File: config.mk
export PLATFORM = sky130hd
export DESIGN_NAME = fct_cell
export DESIGN_NICKNAME = d
export VERILOG_FILES = /design/src/fct_pkg.sv /design/src/fct_cell.sv
export SDC_FILE = /design/constraint.sdc
export NUM_CORES = 2
export LEC_CHECK = 0
export BUFFER_PORTS_ARGS = -buffer_cell sky130_fd_sc_hd__buf_2
export CORE_MARGIN = 2
export CORE_UTILIZATION = 35
export CTS_CLUSTER_SIZE = 30
export DETAILED_ROUTE_END_ITERATION = 7
export PLACE_DENSITY = 0.52
export SLEW_MARGIN = 20
export SYNTH_ARGS = -nofsm -noshare
export SYNTH_HDL_FRONTEND = slang
export SYNTH_SLANG_ARGS = --single-unit
File: constraint.sdc
create_clock -name clk -period 36.2 [get_ports clk]
set_clock_uncertainty 0.1 [all_clocks]
set_input_delay 3.62 -clock clk [delete_from_list [all_inputs] [get_ports clk]]
set_output_delay 3.62 -clock clk [all_outputs]
set_load 0.01 [all_outputs]
File: src/fct_pkg.sv
// Shared constants for the frustum cull test unit.
// Used by fct_cell and frustum_cull_test_unit; no dependencies.
package fct_pkg;

    localparam int REG_COUNT      = 6;
    localparam int CFG_INDEX_BITS = 3;
    localparam int PLANE_BITS     = 64;
    localparam int CMD_BITS       = 2;

    // command bit roles: bit 1 selects the box test, else bit 0 the sphere test
    localparam int CMD_SPHERE_BIT = 0;
    localparam int CMD_BOX_BIT    = 1;

endpackage

File: src/fct_cell.sv
// One plane test cell: products in the first stage, plane sum and compare in the second.
// Depends on fct_pkg; instanced in a chain by frustum_cull_test_unit.
module fct_cell
    import fct_pkg::*;
#(
    parameter int POSITION_BITS = 24,
    parameter int NORMAL_BITS   = 12
)
(
    input  logic                            clk,
    input  logic                            rst_n,
    input  logic [PLANE_BITS-1:0]           plane,
    input  logic                            up_valid,
    output logic                            up_ready,
    input  logic [CMD_BITS-1:0]             up_command,
    input  logic signed [POSITION_BITS-1:0] up_center_x,
    input  logic signed [POSITION_BITS-1:0] up_center_y,
    input  logic signed [POSITION_BITS-1:0] up_center_z,
    input  logic [POSITION_BITS-2:0]        up_sphere_radius,
    input  logic [POSITION_BITS-2:0]        up_box_len_x,
    input  logic [POSITION_BITS-2:0]        up_box_len_y,
    input  logic [POSITION_BITS-2:0]        up_box_len_z,
    input  logic                            up_inside,
    output logic                            dn_valid,
    input  logic                            dn_ready,
    output logic [CMD_BITS-1:0]             dn_command,
    output logic signed [POSITION_BITS-1:0] dn_center_x,
    output logic signed [POSITION_BITS-1:0] dn_center_y,
    output logic signed [POSITION_BITS-1:0] dn_center_z,
    output logic [POSITION_BITS-2:0]        dn_sphere_radius,
    output logic [POSITION_BITS-2:0]        dn_box_len_x,
    output logic [POSITION_BITS-2:0]        dn_box_len_y,
    output logic [POSITION_BITS-2:0]        dn_box_len_z,
    output logic                            dn_inside
);

    localparam int PB  = POSITION_BITS;
    localparam int NB  = NORMAL_BITS;
    localparam int DB  = PLANE_BITS - 3 * NB;
    localparam int NF  = NB - 2;
    localparam int PW  = NB + PB;
    localparam int RW  = NB + PB - 1;
    localparam int VW0 = (PW + 2 > DB + NF) ? PW + 2 : DB + NF;
    localparam int VW  = VW0 + 1;
    localparam int TW  = VW + 2;

    logic signed [NB-1:0] a;
    logic signed [NB-1:0] b;
    logic signed [NB-1:0] c;
    logic signed [DB-1:0] d;
    logic [NB-1:0]        a_abs;
    logic [NB-1:0]        b_abs;
    logic [NB-1:0]        c_abs;

    assign a = plane[NB-1:0];
    assign b = plane[2*NB-1:NB];
    assign c = plane[3*NB-1:2*NB];
    assign d = plane[PLANE_BITS-1:3*NB];

    assign a_abs = a[NB-1] ? NB'(-a) : NB'(a);
    assign b_abs = b[NB-1] ? NB'(-b) : NB'(b);
    assign c_abs = c[NB-1] ? NB'(-c) : NB'(c);

    // stage 1 registers
    logic                 v1_reg;
    logic                 v1_next;
    logic [CMD_BITS-1:0]  cmd1_reg;
    logic signed [PB-1:0] cx1_reg;
    logic signed [PB-1:0] cy1_reg;
    logic signed [PB-1:0] cz1_reg;
    logic [PB-2:0]        r1_reg;
    logic [PB-2:0]        lx1_reg;
    logic [PB-2:0]        ly1_reg;
    logic [PB-2:0]        lz1_reg;
    logic                 in1_reg;
    logic signed [PW-1:0] pax_reg;
    logic signed [PW-1:0] pby_reg;
    logic signed [PW-1:0] pcz_reg;
    logic [RW-1:0]        rax_reg;
    logic [RW-1:0]        rby_reg;
    logic [RW-1:0]        rcz_reg;
    logic signed [PW-1:0] pax_next;
    logic signed [PW-1:0] pby_next;
    logic signed [PW-1:0] pcz_next;
    logic [RW-1:0]        rax_next;
    logic [RW-1:0]        rby_next;
    logic [RW-1:0]        rcz_next;

    // stage 2 registers
    logic                 v2_reg;
    logic                 v2_next;
    logic [CMD_BITS-1:0]  cmd2_reg;
    logic signed [PB-1:0] cx2_reg;
    logic signed [PB-1:0] cy2_reg;
    logic signed [PB-1:0] cz2_reg;
    logic [PB-2:0]        r2_reg;
    logic [PB-2:0]        lx2_reg;
    logic [PB-2:0]        ly2_reg;
    logic [PB-2:0]        lz2_reg;
    logic                 in2_reg;
    logic                 in2_next;

    logic ready1;
    logic ready2;

    assign ready2   = !v2_reg || dn_ready;
    assign ready1   = !v1_reg || ready2;
    assign up_ready = ready1;

    assign v1_next = ready1 ? up_valid : v1_reg;
    assign v2_next = ready2 ? v1_reg : v2_reg;

    assign pax_next = PW'(a) * PW'(up_center_x);
    assign pby_next = PW'(b) * PW'(up_center_y);
    assign pcz_next = PW'(c) * PW'(up_center_z);
    assign rax_next = RW'(a_abs) * RW'(up_box_len_x);
    assign rby_next = RW'(b_abs) * RW'(up_box_len_y);
    assign rcz_next = RW'(c_abs) * RW'(up_box_len_z);

    logic signed [TW-1:0] val;
    logic signed [TW-1:0] reach;
    logic signed [TW-1:0] rscale;
    logic signed [TW-1:0] box_sum;
    logic signed [TW-1:0] sph_sum;
    logic                 fail;

    always_comb
    begin
        val     = TW'(pax_reg) + TW'(pby_reg) + TW'(pcz_reg) + (TW'(d) <<< NF);
        reach   = TW'(rax_reg) + TW'(rby_reg) + TW'(rcz_reg);
        rscale  = TW'(r1_reg) <<< NF;
        box_sum = (val <<< 1) + reach;
        sph_sum = val + rscale;
        if (cmd1_reg[CMD_BOX_BIT])
        begin
            fail = box_sum[TW-1] || (box_sum == '0);
        end
        else if (cmd1_reg[CMD_SPHERE_BIT])
        begin
            fail = sph_sum[TW-1];
        end
        else
        begin
            fail = val[TW-1];
        end
        in2_next = in1_reg && !fail;
    end

    always_ff @(posedge clk or negedge rst_n)
    begin
        if (!rst_n)
        begin
            v1_reg <= 1'b0;
            v2_reg <= 1'b0;
        end
        else
        begin
            v1_reg <= v1_next;
            v2_reg <= v2_next;
        end
    end

    always_ff @(posedge clk)
    begin
        if (ready1)
        begin
            cmd1_reg <= up_command;
            cx1_reg  <= up_center_x;
            cy1_reg  <= up_center_y;
            cz1_reg  <= up_center_z;
            r1_reg   <= up_sphere_radius;
            lx1_reg  <= up_box_len_x;
            ly1_reg  <= up_box_len_y;
            lz1_reg  <= up_box_len_z;
            in1_reg  <= up_inside;
            pax_reg  <= pax_next;
            pby_reg  <= pby_next;
            pcz_reg  <= pcz_next;
            rax_reg  <= rax_next;
            rby_reg  <= rby_next;
            rcz_reg  <= rcz_next;
        end
        if (ready2)
        begin
            cmd2_reg <= cmd1_reg;
            cx2_reg  <= cx1_reg;
            cy2_reg  <= cy1_reg;
            cz2_reg  <= cz1_reg;
            r2_reg   <= r1_reg;
            lx2_reg  <= lx1_reg;
            ly2_reg  <= ly1_reg;
            lz2_reg  <= lz1_reg;
            in2_reg  <= in2_next;
        end
    end

    assign dn_valid         = v2_reg;
    assign dn_command       = cmd2_reg;
    assign dn_center_x      = cx2_reg;
    assign dn_center_y      = cy2_reg;
    assign dn_center_z      = cz2_reg;
    assign dn_sphere_radius = r2_reg;
    assign dn_box_len_x     = lx2_reg;
    assign dn_box_len_y     = ly2_reg;
    assign dn_box_len_z     = lz2_reg;
    assign dn_inside        = in2_reg;

    // an item that already failed upstream never comes back inside
    a_fail_sticks: assert property (@(posedge clk) disable iff (!rst_n)
        (v1_reg && ready2 && !in1_reg) |=> !in2_reg)
        else $error("failed item turned inside");

    // a held downstream item keeps its verdict
    a_hold_verdict: assert property (@(posedge clk) disable iff (!rst_n)
        (v2_reg && !dn_ready) |=> (v2_reg && $stable(in2_reg)))
        else $error("held verdict changed");

    // first stage takes nothing new while it is blocked
    a_s1_block: assert property (@(posedge clk) disable iff (!rst_n)
        (v1_reg && v2_reg && !dn_ready) |-> !up_ready)
        else $error("stage 1 open while blocked");

endmodule

Word-level counts from Yosys, hierarchy flattened
Cells that the tools add are included.
{ "word_totals": {"regBits": 549, "in_bits": 235} }
{ "op_classes": {"add_sub_neg": 10, "n_mul": 6, "mux": 5, "reduce_logical": 8} }
{ "ops": {"columns": ["operator", "n"], "rows": [
  ["$mul A12 B24 Y36", 3],
  ["$mul A12 B23 Y35", 3],
  ["$add A40 B38 Y41", 1],
  ["$logic_not A41 Y1", 1],
  ["$add A39 B34 Y40", 1],
  ["$add A38 B38 Y39", 1],
  ["$add A37 B36 Y38", 1],
  ["$add A36 B35 Y37", 1],
  ["$add A36 B36 Y37", 1],
  ["$add A35 B35 Y36", 1],
  ["$mux W12", 3],
  ["$neg A12 Y12", 3],
  ["$logic_not A1 Y1", 3],
  ["$logic_or A1 B1 Y1", 3],
  ["$mux W1", 2],
  ["$logic_and A1 B1 Y1", 1]
]} }

Longest topological paths before layout
{ "logic_depth": {"ltp_word": 9, "mapped_depth": 31} }

Worst setup path before layout
No wires, ideal clock.
{ "synth_timing": {"path_type": "input -> output", "start": "input dn_ready", "end": "output up_ready", "arrival_ps": 12285, "required_ps": 32480, "slack_ps": 20195, "stages": 1, "path_buffers": 0, "path_cell_list": "nand3b_1"} }
{ "synth_via": {"elab_chain_len": 2} }
{ "synth_rtl": {"columns": ["element", "line", "source"], "rows": [
  ["start: declaration", "fct_cell.sv:25", "input logic dn_ready,"],
  ["$logic_or A1 B1 Y1", "fct_cell.sv:106", "assign ready2 = !v2_reg || dn_ready;"],
  ["$logic_or A1 B1 Y1", "fct_cell.sv:107", "assign ready1 = !v1_reg || ready2;"],
  ["end: declaration", "fct_cell.sv:14", "output logic up_ready,"]
]} }
No other way between the ends.

Final worst setup path
{ "layout_timing": {"start": "input plane[5]", "end": "register rax_reg[34] (data pin)"} }
{ "layout_via": {"elab_chain_len": 3} }
{ "layout_rtl": {"columns": ["element", "line", "source"], "rows": [
  ["start: declaration", "fct_cell.sv:12", "input logic [PLANE_BITS-1:0] plane,"],
  ["$neg A12 Y12", "fct_cell.sv:60", "assign a_abs = a[NB-1] ? NB'(-a) : NB'(a);"],
  ["$mux W12 *", "fct_cell.sv:60", null],
  ["$mul A12 B23 Y35 *", "fct_cell.sv:116", "assign rax_next = RW'(a_abs) * RW'(up_box_len_x);"],
  ["named net rax_next[34]", "fct_cell.sv:85", "logic [RW-1:0] rax_next;"],
  ["end signal: assignment", "fct_cell.sv:179", "rax_reg <= rax_next;"],
  ["end: declaration", "fct_cell.sv:79", "logic [RW-1:0] rax_reg;"]
]} }
The timed path passes the listed nets; every way through them passes the cells marked *.
A chain may end at the register's enable or synchronous reset.

==> flow_summary.ini <==
[job]
maxCapViolCount = 0

[global_routing]
track_usage_pct = 19.0
grt_pass1_vias = 61060
antenna_found_initial = 13
grt_pass1_wl_um = 346000
overflow = 0
grt_max_degree = 127

[clock_tree]
clock_tree.htree_level_count = 3
cts-root-buf = clkbuf_16
cts_buffer_depth = 3
post_cts_buffers = 0
cts_resized = 0
cts_sinks = 549
clk-insertion-delay-late_ns = 0.72
cts_buffers = 74
tritoncts = yes
clk_pin_slew_ns = 0.06
holdBufCountCts = 0

[synth]
synth.net_count = 10408
syn_avg_cell_area_um2 = 9.96
synth_seq_cells = 549
async_flop_share_pct = 0.364
synth_edf_count = 547
yosys_warnings = 0
ys_seq_area_share_pct = 20.5
ys_types = 98
synthesis.area_mm2 = 0.0805
synthFlopType = edfxtp_1
synthCells = 8081

[sta]
rsz0062_at_grt = false
hold_violations = 0
slew_violations = 0
relSlewSlack_pct = 33.6
holdWs_ns = 0.310
min_period_ns = 10.62
max_freq_mhz = 94.2
setup_viol = 0
tightest_slew_ns = 0.993
setup_tns_ns = 0
period_share_pct = 29.3

[detailed_routing]
drt-wirelength-per-cell_um = 19.0
totalWireLength_um = 216000
dr.pass1.iters = 6
first_iter_violations = 2745
drc = 0
vias_per_cell = 4.90
vias = 55622
ant_nets = 0

[floorplanning]
pin_count = 404
fp.dieArea_mm2 = 0.234
initial_core_util_pct = 35.1
core_mm2 = 0.229
die_h_um = 484
die_w_um = 484
placementRows = 176

[worst_setup_path]
reg2reg_slack_ns = 28.16
start_kind = primary input
crit_path_start = plane[5]
reg2reg_depth = 28
crit_required_ns = 36.58
endpoint = rax_reg[34]
end_kind = flip-flop
arrival_ns = 11.00
r2r_start = pby_reg[2]
critical_path_class = primary input to flip-flop
crit_fanout = 26
timing.rr.end = dn_inside

[placed_design]
post-place-cells = 11217
port_buffers = 403
hpwl_um = 175000
gp_congestion = 0.855

[status]
outcome = completed

[worst_hold_path]
hp-class = flip-flop to flip-flop

[finish]
drive_gt1_share_pct = 7.83
final_nets = 10594
final_cells = 11363
area_growth_pct = 9.43
cell usage in the layout (no fill, tap or decap), types with 12 or more instances in the layout:
cell	Yosys	final
inv_1	1715	1715
o211ai_1	18	18
o21bai_1	45	45
clkinv_1	0	12
diode_2	0	12
a31oi_1	28	28
or3_1	19	19
xor2_1	72	67
nand2b_1	133	132
and2_1	392	392
o21a_1	36	36
nor2_1	156	156
xnor2_1	223	206
o21ai_1	15	16
nand3_1	66	66
edfxtp_1	547	547
a211oi_1	32	32
nand4_1	24	24
o31ai_1	20	20
ha_1	584	584
and3_1	33	33
nor3_1	41	41
or2_2	13	13
xnor2_2	0	16
buf_2	2	403
clkbuf_16	0	75
a21oi_1	232	232
buf_4	0	50
nor2b_1	190	190
o21ai_0	121	117
a21o_1	94	94
fa_1	1508	1508
nand2_1	1188	1188
cells by family after synthesis:
kind of cell	count (synthesis)	share of synthesized area, %
AO/OA/AOI/OAI	768	6.26
XOR/XNOR	295	3.21
adder cells (fa/ha/maj)	2092	46.6
buffers and inverters	2060	9.67
flip-flops	549	20.5
multiplexers	10	0.131
AND/OR/NAND/NOR	2307	13.7
critical path: stages:
cell,delay [ns]
buf_2,0.09
buf_4,0.22
nor4_1,0.49
nand2_1,0.18
o31ai_1,0.35
xnor2_2,0.08
buf_4,0.23
and2_1,0.21
fa_1,0.54
inv_1,0.05
fa_1,0.47
inv_1,0.05
fa_1,0.49
inv_1,0.05
fa_1,0.48
inv_1,0.05
fa_1,0.44
ha_1,0.34
and2_1,0.19
o21ai_0,0.23
a31oi_1,0.21
a221oi_1,0.70
a21oi_1,0.23
a211oi_1,0.49
o21ai_0,0.14
a21oi_1,0.19
xnor2_1,0.09
cells in the mapped netlist (36+ instances only):
cell,count,area [um2]
xor2_1,72,631
nand2b_1,133,832
nor2_1,156,586
inv_1,1715,6440
xnor2_1,223,1950
nor2b_1,190,1190
ha_1,584,7310
nor3_1,41,205
nand2_1,1188,4460
edfxtp_1,547,16400
o21ai_0,121,606
and2_1,392,2450
a21o_1,94,706
o21bai_1,45,338
a21oi_1,232,1160
clkbuf_1,325,1220
nand3_1,66,330
fa_1,1508,30200
o21a_1,36,270
routing by layer:
metal / share of wire, % / wire, um / global-route usage [%] / vias to the layer above
li1: - / - / - / 25225
met1: 41 / 88400 / 23.5 / 28981
met2: 52 / 111000 / 34.1 / 1156
met3: 4.1 / 8960 / 2.26 / 258
met4: 3.5 / 7480 / 6.85 / 2
met5: 0.0060 / 13 / 0 / -
cell type report:
cell class / count / area [um2]
repair buffers: 454 / 2410
well taps: 3026 / 3790
fillers: 22842 / 141000
multi-input cells: 5472 / 56500
clock buffers: 80 / 1900
flip-flops and latches: 549 / 16500
clock inverters: 54 / 593
inverters: 1716 / 6440
diodes: 12 / 30.0
metrics by stage:
step           worst slack, ns  utilization [%]  instance area, um2
2_1_floorplan            20.20                -               80500
6_report                 25.58             38.4               88100
3_3_place_gp             24.90             37.3               85600
4_1_cts                  25.73             38.4               88100
5_1_grt                  25.23             38.4               88100
3_5_place_dp             24.96             37.3               85600
worst min path at each step:
stage	endpoint	slack, ns	cells after the start	startpoint
2_1_floorplan	dn_box_len_x[0]	0.30	0	lx1_reg[0]
3_3_place_gp	dn_center_y[9]	0.30	0	cy1_reg[9]
3_5_place_dp	dn_box_len_x[3]	0.30	0	lx1_reg[3]
4_1_cts	dn_box_len_y[3]	0.31	0	ly1_reg[3]
5_1_grt	dn_box_len_y[3]	0.31	0	ly1_reg[3]
6_report	dn_center_y[6]	0.31	0	cy1_reg[6]
Power is left out: the tool's default activity adds up to more than one toggle a clock period on the data nets, which glitch-free logic cannot reach.
